$ cat src/sv/sct_pkg.sv
package sct_pkg;

    localparam int COUNT_BITS_DEF = 16;
    localparam int SHOWN_BITS     = 16;

    typedef enum logic [2:0] {
        MODE_IDLE = 3'd0,
        MODE_WORD = 3'd1,
        MODE_SQ   = 3'd2,
        MODE_DQ   = 3'd3,
        MODE_LT   = 3'd4,
        MODE_GT   = 3'd5
    } lex_mode_t;

    typedef enum logic [2:0] {
        KIND_WORD    = 3'd0,
        KIND_SQUOTE  = 3'd1,
        KIND_DQUOTE  = 3'd2,
        KIND_PIPE    = 3'd3,
        KIND_IN      = 3'd4,
        KIND_OUT     = 3'd5,
        KIND_HEREDOC = 3'd6,
        KIND_APPEND  = 3'd7
    } token_kind_t;

    typedef enum logic [1:0] {
        QERR_NONE   = 2'd0,
        QERR_SINGLE = 2'd1,
        QERR_DOUBLE = 2'd2
    } quote_err_t;

    localparam logic [7:0] CH_SPACE  = 8'h20;
    localparam logic [7:0] CH_SQUOTE = 8'h27;
    localparam logic [7:0] CH_DQUOTE = 8'h22;
    localparam logic [7:0] CH_PIPE   = 8'h7C;
    localparam logic [7:0] CH_LT     = 8'h3C;
    localparam logic [7:0] CH_GT     = 8'h3E;

    typedef struct packed {
        logic                  is_summary;
        logic [7:0]            tok_byte;
        logic                  starts_token;
        token_kind_t           token_kind;
        logic [SHOWN_BITS-1:0] token_count;
        quote_err_t            quote_error;
    } result_t;

endpackage

$ cat src/sv/shell_command_tokenizer_unit.sv
// Shell command tokenizer.
// Input stream s_*: one command-line byte per transaction. s_tdata = ch,
// s_tuser = has_char (0 for an empty item), s_tlast = line_end.
// Output stream m_*: one result per transaction. m_tuser = is_summary,
// m_tlast = last result caused by the current input item, m_tdata packs
// tok_byte, starts_token, token_kind, token_count, quote_error.
// An accepted item waits in the input register until every result it
// causes has been loaded into the output register (an item that causes
// none is done at once); results pass through the output register. Plain
// word or quoted bytes run at one item per cycle while m_tready is high;
// an item that releases a held '<' or '>' or closes the line causes up to
// 3 results, which the single output register drains one per cycle.
// Reset returns the lexer to between-tokens with a zero token count and
// empties both registers. While m_tready is low the output register holds
// any result, and an item with results stays held while s_tready drops.
module shell_command_tokenizer_unit #(
    parameter int COUNT_BITS = sct_pkg::COUNT_BITS_DEF
) (
    input  logic        clk,
    input  logic        rst_n,
    input  logic        s_tvalid,
    output logic        s_tready,
    input  logic [7:0]  s_tdata,   // [7:0] ch
    input  logic        s_tuser,   // [0] has_char
    input  logic        s_tlast,
    output logic        m_tvalid,
    input  logic        m_tready,
    output logic [31:0] m_tdata,   // [7:0] tok_byte, [8] starts_token,
                                   // [11:9] token_kind, [27:12] token_count,
                                   // [29:28] quote_error, [31:30] zero
    output logic        m_tuser,   // [0] is_summary
    output logic        m_tlast
);
    import sct_pkg::*;

    localparam int XW = COUNT_BITS + SHOWN_BITS;

    // input register
    logic       in_valid_reg;
    logic [7:0] in_ch_reg;
    logic       in_has_reg;
    logic       in_end_reg;
    logic [1:0] idx_reg;

    // lexer state
    lex_mode_t             mode_reg;
    logic [COUNT_BITS-1:0] tokens_reg;

    // output register
    logic    out_valid_reg;
    result_t out_res_reg;
    logic    out_last_reg;

    // per-item evaluation
    result_t               res [0:3];
    logic [1:0]            n_res;
    lex_mode_t             mode_next;
    logic [COUNT_BITS-1:0] tokens_next;
    logic                  out_free;
    logic                  out_load;
    logic                  in_done;

    function automatic result_t mk_tok(logic [7:0] b, logic st, token_kind_t k);
        result_t r;
        r              = '0;
        r.tok_byte     = b;
        r.starts_token = st;
        r.token_kind   = k;
        return r;
    endfunction

    function automatic logic [COUNT_BITS-1:0] inc_sat(logic [COUNT_BITS-1:0] v, logic st);
        if (st && (v != '1))
            return v + COUNT_BITS'(1);
        return v;
    endfunction

    always_comb
    begin
        lex_mode_t             m;
        logic [COUNT_BITS-1:0] cnt;
        logic [1:0]            n;
        logic                  do_lex;
        logic [XW-1:0]         ext;
        quote_err_t            qerr;
        result_t               sr;

        m      = mode_reg;
        cnt    = tokens_reg;
        n      = 2'd0;
        do_lex = 1'b0;
        qerr   = QERR_NONE;
        sr     = '0;
        ext    = '0;
        for (int i = 0; i < 4; i++)
            res[i] = '0;

        if (in_has_reg)
        begin
            unique case (m)
                MODE_SQ, MODE_DQ:
                begin
                    res[n] = mk_tok(in_ch_reg, 1'b0,
                                    (m == MODE_SQ) ? KIND_SQUOTE : KIND_DQUOTE);
                    n = n + 2'd1;
                    if (in_ch_reg == ((m == MODE_SQ) ? CH_SQUOTE : CH_DQUOTE))
                        m = MODE_IDLE;
                end
                MODE_LT, MODE_GT:
                begin
                    if (in_ch_reg == ((m == MODE_LT) ? CH_LT : CH_GT))
                    begin
                        res[n] = mk_tok(in_ch_reg, 1'b1,
                                        (m == MODE_LT) ? KIND_HEREDOC : KIND_APPEND);
                        cnt = inc_sat(cnt, 1'b1);
                        n = n + 2'd1;
                        res[n] = mk_tok(in_ch_reg, 1'b0,
                                        (m == MODE_LT) ? KIND_HEREDOC : KIND_APPEND);
                        n = n + 2'd1;
                        m = MODE_IDLE;
                    end
                    else
                    begin
                        res[n] = mk_tok((m == MODE_LT) ? CH_LT : CH_GT, 1'b1,
                                        (m == MODE_LT) ? KIND_IN : KIND_OUT);
                        cnt = inc_sat(cnt, 1'b1);
                        n = n + 2'd1;
                        m = MODE_IDLE;
                        do_lex = 1'b1;
                    end
                end
                default:
                    do_lex = 1'b1;
            endcase
        end

        if (do_lex)
        begin
            priority if (in_ch_reg == CH_SPACE)
                m = MODE_IDLE;
            else if (in_ch_reg == CH_SQUOTE)
            begin
                res[n] = mk_tok(in_ch_reg, 1'b1, KIND_SQUOTE);
                cnt = inc_sat(cnt, 1'b1);
                n = n + 2'd1;
                m = MODE_SQ;
            end
            else if (in_ch_reg == CH_DQUOTE)
            begin
                res[n] = mk_tok(in_ch_reg, 1'b1, KIND_DQUOTE);
                cnt = inc_sat(cnt, 1'b1);
                n = n + 2'd1;
                m = MODE_DQ;
            end
            else if (in_ch_reg == CH_PIPE)
            begin
                res[n] = mk_tok(in_ch_reg, 1'b1, KIND_PIPE);
                cnt = inc_sat(cnt, 1'b1);
                n = n + 2'd1;
                m = MODE_IDLE;
            end
            else if (in_ch_reg == CH_LT)
                m = MODE_LT;
            else if (in_ch_reg == CH_GT)
                m = MODE_GT;
            else if (m == MODE_WORD)
            begin
                res[n] = mk_tok(in_ch_reg, 1'b0, KIND_WORD);
                n = n + 2'd1;
            end
            else
            begin
                res[n] = mk_tok(in_ch_reg, 1'b1, KIND_WORD);
                cnt = inc_sat(cnt, 1'b1);
                n = n + 2'd1;
                m = MODE_WORD;
            end
        end

        if (in_end_reg)
        begin
            unique case (m)
                MODE_LT:
                begin
                    res[n] = mk_tok(CH_LT, 1'b1, KIND_IN);
                    cnt = inc_sat(cnt, 1'b1);
                    n = n + 2'd1;
                end
                MODE_GT:
                begin
                    res[n] = mk_tok(CH_GT, 1'b1, KIND_OUT);
                    cnt = inc_sat(cnt, 1'b1);
                    n = n + 2'd1;
                end
                MODE_SQ: qerr = QERR_SINGLE;
                MODE_DQ: qerr = QERR_DOUBLE;
                default: qerr = QERR_NONE;
            endcase
            ext            = XW'(cnt);
            sr.is_summary  = 1'b1;
            sr.token_count = (ext > XW'({SHOWN_BITS{1'b1}})) ? {SHOWN_BITS{1'b1}}
                                                             : ext[SHOWN_BITS-1:0];
            sr.quote_error = qerr;
            res[n] = sr;
            n = n + 2'd1;
            m   = MODE_IDLE;
            cnt = '0;
        end

        n_res       = n;
        mode_next   = m;
        tokens_next = cnt;
    end

    assign out_free = !out_valid_reg || m_tready;
    assign out_load = in_valid_reg && (n_res != 2'd0) && out_free;
    assign in_done  = in_valid_reg &&
                      ((n_res == 2'd0) || (out_load && (idx_reg == n_res - 2'd1)));
    assign s_tready = !in_valid_reg || in_done;

    always_ff @(posedge clk or negedge rst_n)
    begin
        if (!rst_n)
        begin
            in_valid_reg  <= 1'b0;
            idx_reg       <= 2'd0;
            mode_reg      <= MODE_IDLE;
            tokens_reg    <= '0;
            out_valid_reg <= 1'b0;
        end
        else
        begin
            if (s_tready)
                in_valid_reg <= s_tvalid;

            if (in_done)
            begin
                idx_reg    <= 2'd0;
                mode_reg   <= mode_next;
                tokens_reg <= tokens_next;
            end
            else if (out_load)
                idx_reg <= idx_reg + 2'd1;

            if (out_free)
                out_valid_reg <= out_load;
        end
    end

    always_ff @(posedge clk)
    begin
        if (s_tready && s_tvalid)
        begin
            in_ch_reg  <= s_tdata;
            in_has_reg <= s_tuser;
            in_end_reg <= s_tlast;
        end
        if (out_load)
        begin
            out_res_reg  <= res[idx_reg];
            out_last_reg <= (idx_reg == n_res - 2'd1);
        end
    end

    assign m_tvalid = out_valid_reg;
    assign m_tuser  = out_res_reg.is_summary;
    assign m_tlast  = out_last_reg;
    assign m_tdata  = {2'b00,
                       out_res_reg.quote_error,
                       out_res_reg.token_count,
                       out_res_reg.token_kind,
                       out_res_reg.starts_token,
                       out_res_reg.tok_byte};

endmodule
$ cat config.mk
export PLATFORM = sky130hd
export DESIGN_NAME = shell_command_tokenizer_unit
export DESIGN_NICKNAME = d
export VERILOG_FILES = /design/src/sv/sct_pkg.sv /design/src/sv/shell_command_tokenizer_unit.sv
export SDC_FILE = /design/constraint.sdc
export NUM_CORES = 1
export LEC_CHECK = 0
export BUFFER_PORTS_ARGS = -buffer_cell sky130_fd_sc_hd__buf_2
export CORE_UTILIZATION = 50
export CTS_CLUSTER_DIAMETER = 100
export CTS_CLUSTER_SIZE = 14
export DETAILED_ROUTE_END_ITERATION = 10
export GPL_ROUTABILITY_DRIVEN = 0
export PLACE_DENSITY = 0.69
export SYNTH_ARGS = -nofsm -noshare
export SYNTH_HDL_FRONTEND = slang
export SYNTH_SLANG_ARGS = --single-unit
$ cat constraint.sdc
create_clock -name clk -period 7.9 [get_ports clk]
set_input_delay 0 -clock clk [delete_from_list [all_inputs] [get_ports clk]]
set_output_delay 0 -clock clk [all_outputs]
set_load 0.02 [all_outputs]
After elaboration in Yosys (flattened, before gate mapping)
Cells that the tools add are included.
{"block": "word_totals", "register_bits": 65, "output_inout_bits": 36}
{"block": "classes", "n_reduce_logical": 19, "n_mux": 126, "n_bitwise": 10, "add_sub_neg": 8, "order_cmp": 7, "eq_ne": 21}
{"operator": "124-bit 2-to-1 mux", "n": 10}
{"operator": "124-bit bitwise mux", "n": 6}
{"operator": "16-bit 2-to-1 mux", "n": 24}
{"operator": "124-bit case mux with 2 select lines", "n": 1}
{"operator": "31-bit demux with 2-bit select", "n": 3}
{"operator": "31-bit 2-to-1 mux", "n": 5}
{"operator": "100-bit AND", "n": 1}
{"operator": "100-bit NOT", "n": 1}
{"operator": "92-bit AND", "n": 1}
{"operator": "92-bit NOT", "n": 1}
{"operator": "30-bit 2-to-1 mux", "n": 3}
{"operator": "31-bit binary-select mux with 2-bit select", "n": 1}
{"operator": "62-bit 2-to-1 mux", "n": 1}
{"operator": "31-bit case mux with 2 select lines", "n": 1}
{"operator": "16-bit by 1-bit adder with 16-bit output (second input constant)", "n": 3}
{"operator": "16-bit inequality test (second input constant)", "n": 3}
{"operator": "8-bit by 6-bit == test with 1-bit output (second input constant)", "n": 5}
{"operator": "1-bit 2-to-1 mux", "n": 37}
{"operator": "3-bit 2-to-1 mux", "n": 12}
{"operator": "2-bit 2-to-1 mux", "n": 17}
{"operator": "32-bit OR", "n": 1}
{"operator": "16-bit case mux with 2 select lines", "n": 1}
{"operator": "24-bit OR", "n": 1}
{"operator": "3-bit by 2-bit == test with 1-bit output (second input constant)", "n": 4}
{"operator": "other kinds (20)", "n": 48}

Longest topological paths before layout
Gate-level depths: netlist (run 1).
{"block": "depth", "word_depth": 41, "ltp_mapped": 22, "ltp_nobuf": 20}

Least setup slack after synthesis (run 1)
Ideal clock, no wire load.
{"block": "synth_path", "path_type": "flip-flop to flip-flop", "from": "register mode_reg[1]", "to": "register in_ch_reg[0], enable pin", "arrival_time_ns": 5.951, "path_slack_ns": 1.606, "setup_time_ns": 0.343, "required_ns": 7.557, "n_path_buf": 0, "path_stages_with_launch": 19, "path_cell_list": "dfrtp_1 or3b_2 xnor2_1 and2_1 o31ai_1 inv_1 ha_1 nand2_1 nand2_1 ha_1 mux2i_1 ha_1 mux2i_1 ha_1 nand2b_1 a21oi_1 and3_1 or2_2 and2_1"}
{"block": "synth_via", "elab_chain_cells": 29, "elab_cells_between_ends": 55, "cone_classes": "add/sub (4); eq/ne (10); mux (29); reduce/logical (12)"}
{"element": "start, declared", "line_no": "shell_command_tokenizer_unit.sv:46", "text": "lex_mode_t mode_reg;"}
{"element": "start signal, assigned", "line_no": "shell_command_tokenizer_unit.sv:239", "text": "mode_reg <= mode_next;"}
{"element": "3-bit by 2-bit == test with 1-bit output", "line_no": "shell_command_tokenizer_unit.sv:100, shell_command_tokenizer_unit.sv:106"}
{"element": "3-bit 2-to-1 mux", "line_no": "shell_command_tokenizer_unit.sv:106", "text": "if (in_ch_reg == ((m == MODE_SQ) ? CH_SQUOTE : CH_DQUOTE))"}
{"element": "8-bit by 6-bit == test with 1-bit output", "line_no": "shell_command_tokenizer_unit.sv:106"}
{"element": "3-bit 2-to-1 mux", "line_no": "shell_command_tokenizer_unit.sv:106"}
{"element": "3-bit case mux with 2 select lines", "line_no": "shell_command_tokenizer_unit.sv:100", "text": "unique case (m)"}
{"element": "3-bit 2-to-1 mux", "line_no": "shell_command_tokenizer_unit.sv:98", "text": "if (in_has_reg)"}
{"element": "3-bit by 1-bit == test with 1-bit output", "line_no": "shell_command_tokenizer_unit.sv:166", "text": "else if (m == MODE_WORD)"}
{"element": "3-bit 2-to-1 mux", "line_no": "shell_command_tokenizer_unit.sv:166"}
{"element": "[... 14 more ...]"}
{"element": "1-bit logical AND * (2 in a row)", "line_no": "shell_command_tokenizer_unit.sv:216", "text": "assign out_load = in_valid_reg && (n_res != 2'd0) && out_free;"}
{"element": "net out_load", "line_no": "shell_command_tokenizer_unit.sv:60", "text": "logic out_load;"}
{"element": "1-bit logical AND *", "line_no": "shell_command_tokenizer_unit.sv:218", "text": "((n_res == 2'd0) || (out_load && (idx_reg == n_res - 2'd1)));"}
{"element": "1-bit logical OR *", "line_no": "shell_command_tokenizer_unit.sv:218"}
{"element": "1-bit logical AND *", "line_no": "shell_command_tokenizer_unit.sv:217", "text": "assign in_done = in_valid_reg &&"}
{"element": "1-bit logical OR *", "line_no": "shell_command_tokenizer_unit.sv:219", "text": "assign s_tready = !in_valid_reg || in_done;"}
{"element": "net s_tready", "line_no": "shell_command_tokenizer_unit.sv:22", "text": "output logic s_tready,"}
{"element": "1-bit logical AND *", "line_no": "shell_command_tokenizer_unit.sv:252", "text": "if (s_tready && s_tvalid)"}
{"element": "end signal, assigned", "line_no": "shell_command_tokenizer_unit.sv:254", "text": "in_ch_reg <= s_tdata;"}
{"element": "end, declared", "line_no": "shell_command_tokenizer_unit.sv:40", "text": "logic [7:0] in_ch_reg;"}
The timed path passes the listed nets; every way through them passes the cells marked *. The select of a mux whose other input is x is not followed.
A chain may end at the register's enable or synchronous reset.

Final worst setup path (run 1)
{"block": "layout_path", "from": "register mode_reg[1]", "to": "register tokens_reg[8]"}
{"block": "layout_via", "elab_chain_cells": 27, "elab_cells_between_ends": 93, "cone_classes": "add/sub (5); eq/ne (11); mux (67); reduce/logical (10)"}
{"element": "parallel branches: the longest is 27 deep, another holds 2-bit by 1-bit adder with 2-bit output"}
{"element": "end signal, assigned", "line_no": "shell_command_tokenizer_unit.sv:240", "text": "tokens_reg <= tokens_next;"}
{"element": "end, declared", "line_no": "shell_command_tokenizer_unit.sv:47", "text": "logic [COUNT_BITS-1:0] tokens_reg;"}
Parallel ways; which one is timed is not known. The select of a mux whose other input is x is not followed.

==> metrics.yaml, run 1 <==
yosysWarnings: 0
fillCellCount: 983
async_reset_ff_share_pct: 35.4
crit_path_cell_trace: "inv_1 -> ha_1 -> o21ai_0 -> a31oi_1 -> nor2b_1 -> or2_2 -> nor2_2 -> mux2i_1 -> ha_1 -> mux2i_1 -> ha_1 -> xor2_1 -> and3_1 -> o21ai_2 -> buf_4 -> nor3b_1 -> a21o_1"
outcome: "finished, final reports clean"
p_seq_share_pct: 32.1
worst_clock_skew_ns: 0.0124
final_hold_viol_count: 0
clock-root-buffer: "clkbuf_8"
netlist_instances: 640
cell_internal_pwr_w: 0.00106
slew_headroom_pct: 39.6
largest_register_ff_count: 30
critical_path.top_delay_family: "compound AO/OA/AOI/OAI gates"
worstSetupStartpointType: "flop"
power.density_nw_per_um2: 327
detail_route.drc_violations: 0
tritoncts_clock_tree: "yes"
post_cts_resize_count: 0
drive_gt1_share_pct: 17.1
maxCapViolCount: 0
synthesis.area_um2: 5590
core-area_um2: 10800
post_drt_via_cell_ratio: 6.22
clkSlewWorstSetupHoldPaths_ns: 0.07
combinationalPowerShare_pct: 52.4
timing.setup.critical_path_class: "reg -> reg"
clk-insertion-delay-late_ns: 0.36
cts.sink_count: 65
antenna_found_initial: 0
cts_buffers: 9
timing.final.setup_violations: 0
ant_nets: 0
post_synth_num_cell_types: 98
setup_total_negative_slack_ns: 0
area.growth.synth_to_final_pct: 10.5
regToRegStartpoint: "mode_reg[1]"
final_period_minus_worst_setup_slack_ns: 5.54
report.final.slew_viol_count: 0
cts_buffer_depth: 2
floorplan_die_area_um2: 11600
crit_path_end_kind: "flop"
row_count: 38
arrival_ns: 5.79
dieHeight_um: 108
drt_iter0_drc: 310
worst_ep_required_time_ns: 8.15
crit_path_max_incr_delay_ns: 0.52
crit_fanout: 25
slew_at_the_pin_closest_to_its_max_slew_limit_ns: 0.900
avgSynthCellArea_um2: 8.73
drt_first_pass_iters: 5
leakage_nw: 2.35
io-pin-count: 50
drt-wirelength-per-cell_um: 18.1
synth-main-ff-cell: "edfxtp_1"
port_buffers: 47
insertedDiodeCount: 0
crit_top_cell: "ha_1"
hold_class: "in -> async"
p_total_w: 0.00202
ffs_latches_synth: 65
vias: 5140
irDropWorstVdd_mv: 0.271
synth_seq_area_share_pct: 32.9
grt_pass1_vias: 4870
worst_path_max_delay_cell: "o21ai_2"
total_setup_buffers_inserted_after_cts: 0
final_nets: 714
synth_enable_flop_cells: 42
p_sw_w: 0.000964
fin_crit_sh_pct: 70.2
first_pass_grt_wire_length_um: 24000
global_route_overflow: 0
htreeDepth: 3
sw_frac_of_total_pct: 47.7
fmax_mhz: 180
rsz0062_at_grt: "false"
worst_setup_path_startpoint: "mode_reg[1]"
track_usage_pct: 27.1
pin_count_of_the_biggest_net_entering_global_routing: 35
dp_hpwl_um: 11000
die_span_in_x_um: 108
finalWirelength_um: 14900
floorplan.initialDensity_pct: 51.5
clkPwrFrac_pct: 15.4
critPathBufInv: 2
-- stage by stage --
step / worst slack, ns / util (%) / area (um2) / std cells / hold slack, ns
final: 2.36 / 57.0 / 6180 / 826 / 0.171
after CTS: 2.37 / 57.0 / 6180 / 826 / 0.192
after detailed placement: 2.40 / 53.8 / 5840 / 797 / 0.0440
after global placement: 2.56 / 53.8 / 5840 / 797 / 0.0244
after global routing: 1.93 / 57.0 / 6180 / 826 / 0.219
after floorplan: 1.61 / - / 5590 / 641 / -0.296
-- synthesized netlist by cell type (7+ instances only) --
master    number  share of area (%)
o21ai_0       31                2.8
mux2i_1        8                1.4
o31ai_1       22                3.0
ha_1          19                4.3
nand3_1       26                2.3
clkbuf_1      14               0.94
xor2_1         8                1.3
nand2b_1       7               0.78
inv_1         23                1.5
nand2_1       81                5.4
buf_4          9                1.2
and3_1        12                1.3
a21oi_1       52                4.7
a21o_1        11                1.5
o211ai_1       7               0.94
edfxtp_1      42                 23
xnor2_1       12                1.9
nand4_1        7               0.78
nor2_1        40                2.7
dfrtp_1       23                 10
o22ai_1        7               0.78
nor3_1        12                1.1
and2_1        17                1.9
a31oi_1        8               0.90
-- worst paths after layout --
| check | slack (ns) | cells after the start | endpoint |
|---|---|---|---|
| min in group clk | 0.36 | 2 | in_end_reg |
| max in group asynchronous | 7.33 | 2 | mode_reg[1] |
| max | 2.36 | 17 | tokens_reg[8] |
| min | 0.17 | 2 | tokens_reg[12] |
| max reg2reg | 2.36 | 17 | tokens_reg[8] |
| min reg2reg | 0.59 | 1 | m_tdata[7] |
-- kinds of logic after synthesis --
kind of cell               count (synthesis)  share of synthesized area (%)
buffers and inverters                     57                           5.17
other                                      1                         0.0671
muxes                                     14                           2.69
DFF                                       65                           32.9
xor gates and xnor gates                  22                           3.72
and+or+nand+nor                          267                           26.9
AOI/OAI and AO/OA                        195                           24.4
adders and majority gates                 19                           4.25
-- power by group through the flow --
stage	logic, W	registers [W]	clock network, W
floorplan	0.000675	0.000733	0
global placement	0.00103	0.000648	0
detailed placement	0.00106	0.000654	0
CTS	0.00107	0.000649	0.000317
global route	0.00117	0.000666	0.000331
finish	0.00106	0.000649	0.000312
-- cell usage in the layout (no fill, tap or decap), drive strengths merged, types with 12 or more instances in the layout --
cell         count
nand2           84
a21oi           53
buf             50
edfxtp          42
nor2            41
o21ai           37
nand3           28
inv             23
dfrtp           23
o31ai           22
and2            22
ha              19
dlygate4sd3     13
xnor2           13
and3            13
nor3            12
-- layer usage --
| layer | global-route usage, % | vias to the layer above | wire length (um) |
|---|---|---|---|
| met5 | 0 | - | 0 |
| met4 | 13.7 | 0 | 622 |
| met3 | 5.08 | 39 | 722 |
| met2 | 48.5 | 174 | 7530 |
| met1 | 30.4 | 2456 | 6050 |
| li1 | - | 2471 | - |
-- layout make-up --
class	instances	area, um2	area share, %
clock inverters	6	82.6	1.34
inverters	23	86.3	1.40
repair buffers	63	388	6.28
multi-input cells	519	3480	56.4
well taps	140	175	2.84
flip-flops and latches	65	1840	29.7
clock buffers	10	128	2.07
-- worst reg2reg max path, delay by kind of cell, from the launching register on --
kind,cells,cell delay [ns]
AND/OR/NAND/NOR,5,1.43
AO/OA/AOI/OAI,4,1.43
adder cells (fa/ha/maj),3,0.88
multiplexers,2,0.56
buffers and inverters,2,0.50
flip-flops,1,0.48
XOR/XNOR,1,0.16
-- timing repair --
action                                  in CTS  in global routing
hold buffers                                13                  0
endpoints found under the hold margin       35                  0
endpoints found under the setup margin       0                  0
Power figures use the tool's default switching activity.
==> run 2, diff against run 1 <==
--- a/config.mk
+++ b/config.mk
@@ -11,7 +11,7 @@
 export CTS_CLUSTER_SIZE = 14
 export DETAILED_ROUTE_END_ITERATION = 10
 export GPL_ROUTABILITY_DRIVEN = 0
-export PLACE_DENSITY = 0.69
+export PLACE_DENSITY = 0.72
 export SYNTH_ARGS = -nofsm -noshare
 export SYNTH_HDL_FRONTEND = slang
 export SYNTH_SLANG_ARGS = --single-unit
==> constraint.sdc (replaced) <==
create_clock -name clk -period 4.5 [get_ports clk]
set_input_delay 0 -clock clk [delete_from_list [all_inputs] [get_ports clk]]
set_output_delay 0 -clock clk [all_outputs]
set_load 0.02 [all_outputs]
==> metrics.yaml, run 2 (synthesis gave the netlist of run 1 again) <==
pin_count_of_the_biggest_net_entering_global_routing: 35
worst_ep_required_time_ns: 4.50
dp_hpwl_um: 11800
core-area_um2: 10800
arrival_ns: 4.36
worst-r2r-setup-slack_ns: 0.17
crit_path_end_kind: "output pin"
reg2regPathDepth: 16
drive_gt1_share_pct: 29.4
post-route-worst-setup-slack_ns: 0.141
htreeDepth: 3
drt_iter0_drc: 351
finalWirelength_um: 15800
dieHeight_um: 108
clk-insertion-delay-late_ns: 0.37
slew_at_the_pin_closest_to_its_max_slew_limit_ns: 0.758
insertedDiodeCount: 0
tritoncts_clock_tree: "yes"
mostFrequentLayoutCell: "nand2_1"
leakage_nw: 2.80
place_ws_ns: -0.0115
track_usage_pct: 28.8
drt-wirelength-per-cell_um: 17.6
fillCellCount: 888
drt_first_pass_iters: 5
maxCapViolCount: 0
layout_common_cells: "nand2_1 (77), buf_4 (75), a21oi_1 (51)"
port_buffers: 47
outcome: "finished, final reports clean"
detail_route.drc_violations: 0
floorplan_die_area_um2: 11600
hold_class: "in -> async"
power.density_nw_per_um2: 584
cts_buffers: 9
final_period_minus_worst_setup_slack_ns: 4.36
final_hold_viol_count: 0
antenna_found_initial: 0
timing.rr.end: "m_tdata[16]"
fmax_mhz: 229
report.final.slew_viol_count: 0
post_drt_via_cell_ratio: 6.11
timing.setup.critical_path_class: "reg -> out"
crit_fanout: 4
area.growth.synth_to_final_pct: 24.7
clock-root-buffer: "clkbuf_8"
cts.sink_count: 65
cts_buffer_depth: 2
worst_clock_skew_ns: 0.00718
final_nets: 787
stdcell_count: 899
place.detailed.instances: 857
irDropWorstVdd_mv: 0.380
floorplan.initialDensity_pct: 51.5
slew_headroom_pct: 49.4
first_pass_grt_wire_length_um: 25600
vias: 5490
global_route_overflow: 0
ant_nets: 0
worstSetupStartpointType: "flop"
die_span_in_x_um: 108
setup.worst_path.end: "s_tready"
grt_pass1_vias: 5293
worst_setup_path_startpoint: "mode_reg[1]"
regToRegStartpoint: "mode_reg[1]"
clkSlewWorstSetupHoldPaths_ns: 0.08
io-pin-count: 50
timing.final.setup_violations: 0
fin_crit_sh_pct: 96.9
row_count: 38
largest_register_ff_count: 30
timing.hold.ws_ns: 0.148
==> run 2: cell types whose count changed in the layout (fill, tap and decap cells not counted), sizes merged <==
cell,previous run,this run
buf,50,123
bufinv,2,4
clkinv,4,2
clkbuf,10,9
inv,23,24
==> run 2: repair_timing <==
item,4_1_cts,5_1_grt
endpoints found under the hold margin,35,0
endpoints found under the setup margin,13,48
gates resized for setup,5,22
buffers inserted,1,12
pin swaps,0,12
hold buffers,13,0
==> run 2: how the worst min path moves through the flow <==
stage | from | end | slack (ns)
final | rst_n | tokens_reg[12] | 0.15
after CTS | rst_n | tokens_reg[12] | 0.15
after global routing | rst_n | tokens_reg[15] | 0.20
after detailed placement | rst_n | tokens_reg[12] | 0.03
after global placement | rst_n | tokens_reg[15] | 0.02
after floorplan | rst_n | idx_reg[0] | -0.30
==> run 2: area by class of cell <==
class | count | area, um2 | share of cell area [%]
repair buffers | 136 | 948 | 13.6
multi-input cells | 519 | 3650 | 52.4
flip-flops and latches | 65 | 1840 | 26.4
clock buffers | 9 | 124 | 1.78
inverters | 23 | 86.3 | 1.24
clock inverters | 7 | 141 | 2.03
well taps | 140 | 175 | 2.51
==> run 2: metal layers <==
layer  share of wire, %  up-vias  GRT usage (%)
met5                  0        -              0
met4                4.3        0           14.8
met3                5.9       54           6.90
met2                 51      215           50.8
met1                 39     2600           32.0
li1                   -     2621              -
==> run 2: worst max-delay path, cell delays in order (launching register included) <==
cell     delay [ns]
dfrtp_1        0.42
or3b_4         0.46
xnor2_4        0.16
and2_4         0.19
o31ai_4        0.25
inv_2          0.07
ha_1           0.29
nand2_2        0.10
nand2_4        0.08
ha_4           0.25
mux2i_4        0.15
ha_1           0.25
mux2i_1        0.20
ha_2           0.32
xor2_1         0.17
and3_4         0.23
or2_4          0.25
buf_2          0.16
==> run 2: power breakdown <==
group,internal (W),switching (W),total [W]
clock network,0.000425,0.000247,0.000672
registers,0.000967,0.000141,0.00111
logic,0.000867,0.00142,0.00228
total,0.00226,0.00181,0.00406
==> run 2: stage by stage <==
step / setup TNS, ns / power [W] / utilization, % / instance area (um2)
2_1_floorplan: -0.733 / 0.00256 / - / 5690
3_3_place_gp: 0 / 0.00321 / 58.8 / 6370
3_5_place_dp: -0.0115 / 0.00328 / 58.8 / 6370
4_1_cts: 0 / 0.00400 / 62.8 / 6800
5_1_grt: -0.129 / 0.00434 / 64.3 / 6970
6_report: 0 / 0.00406 / 64.3 / 6970
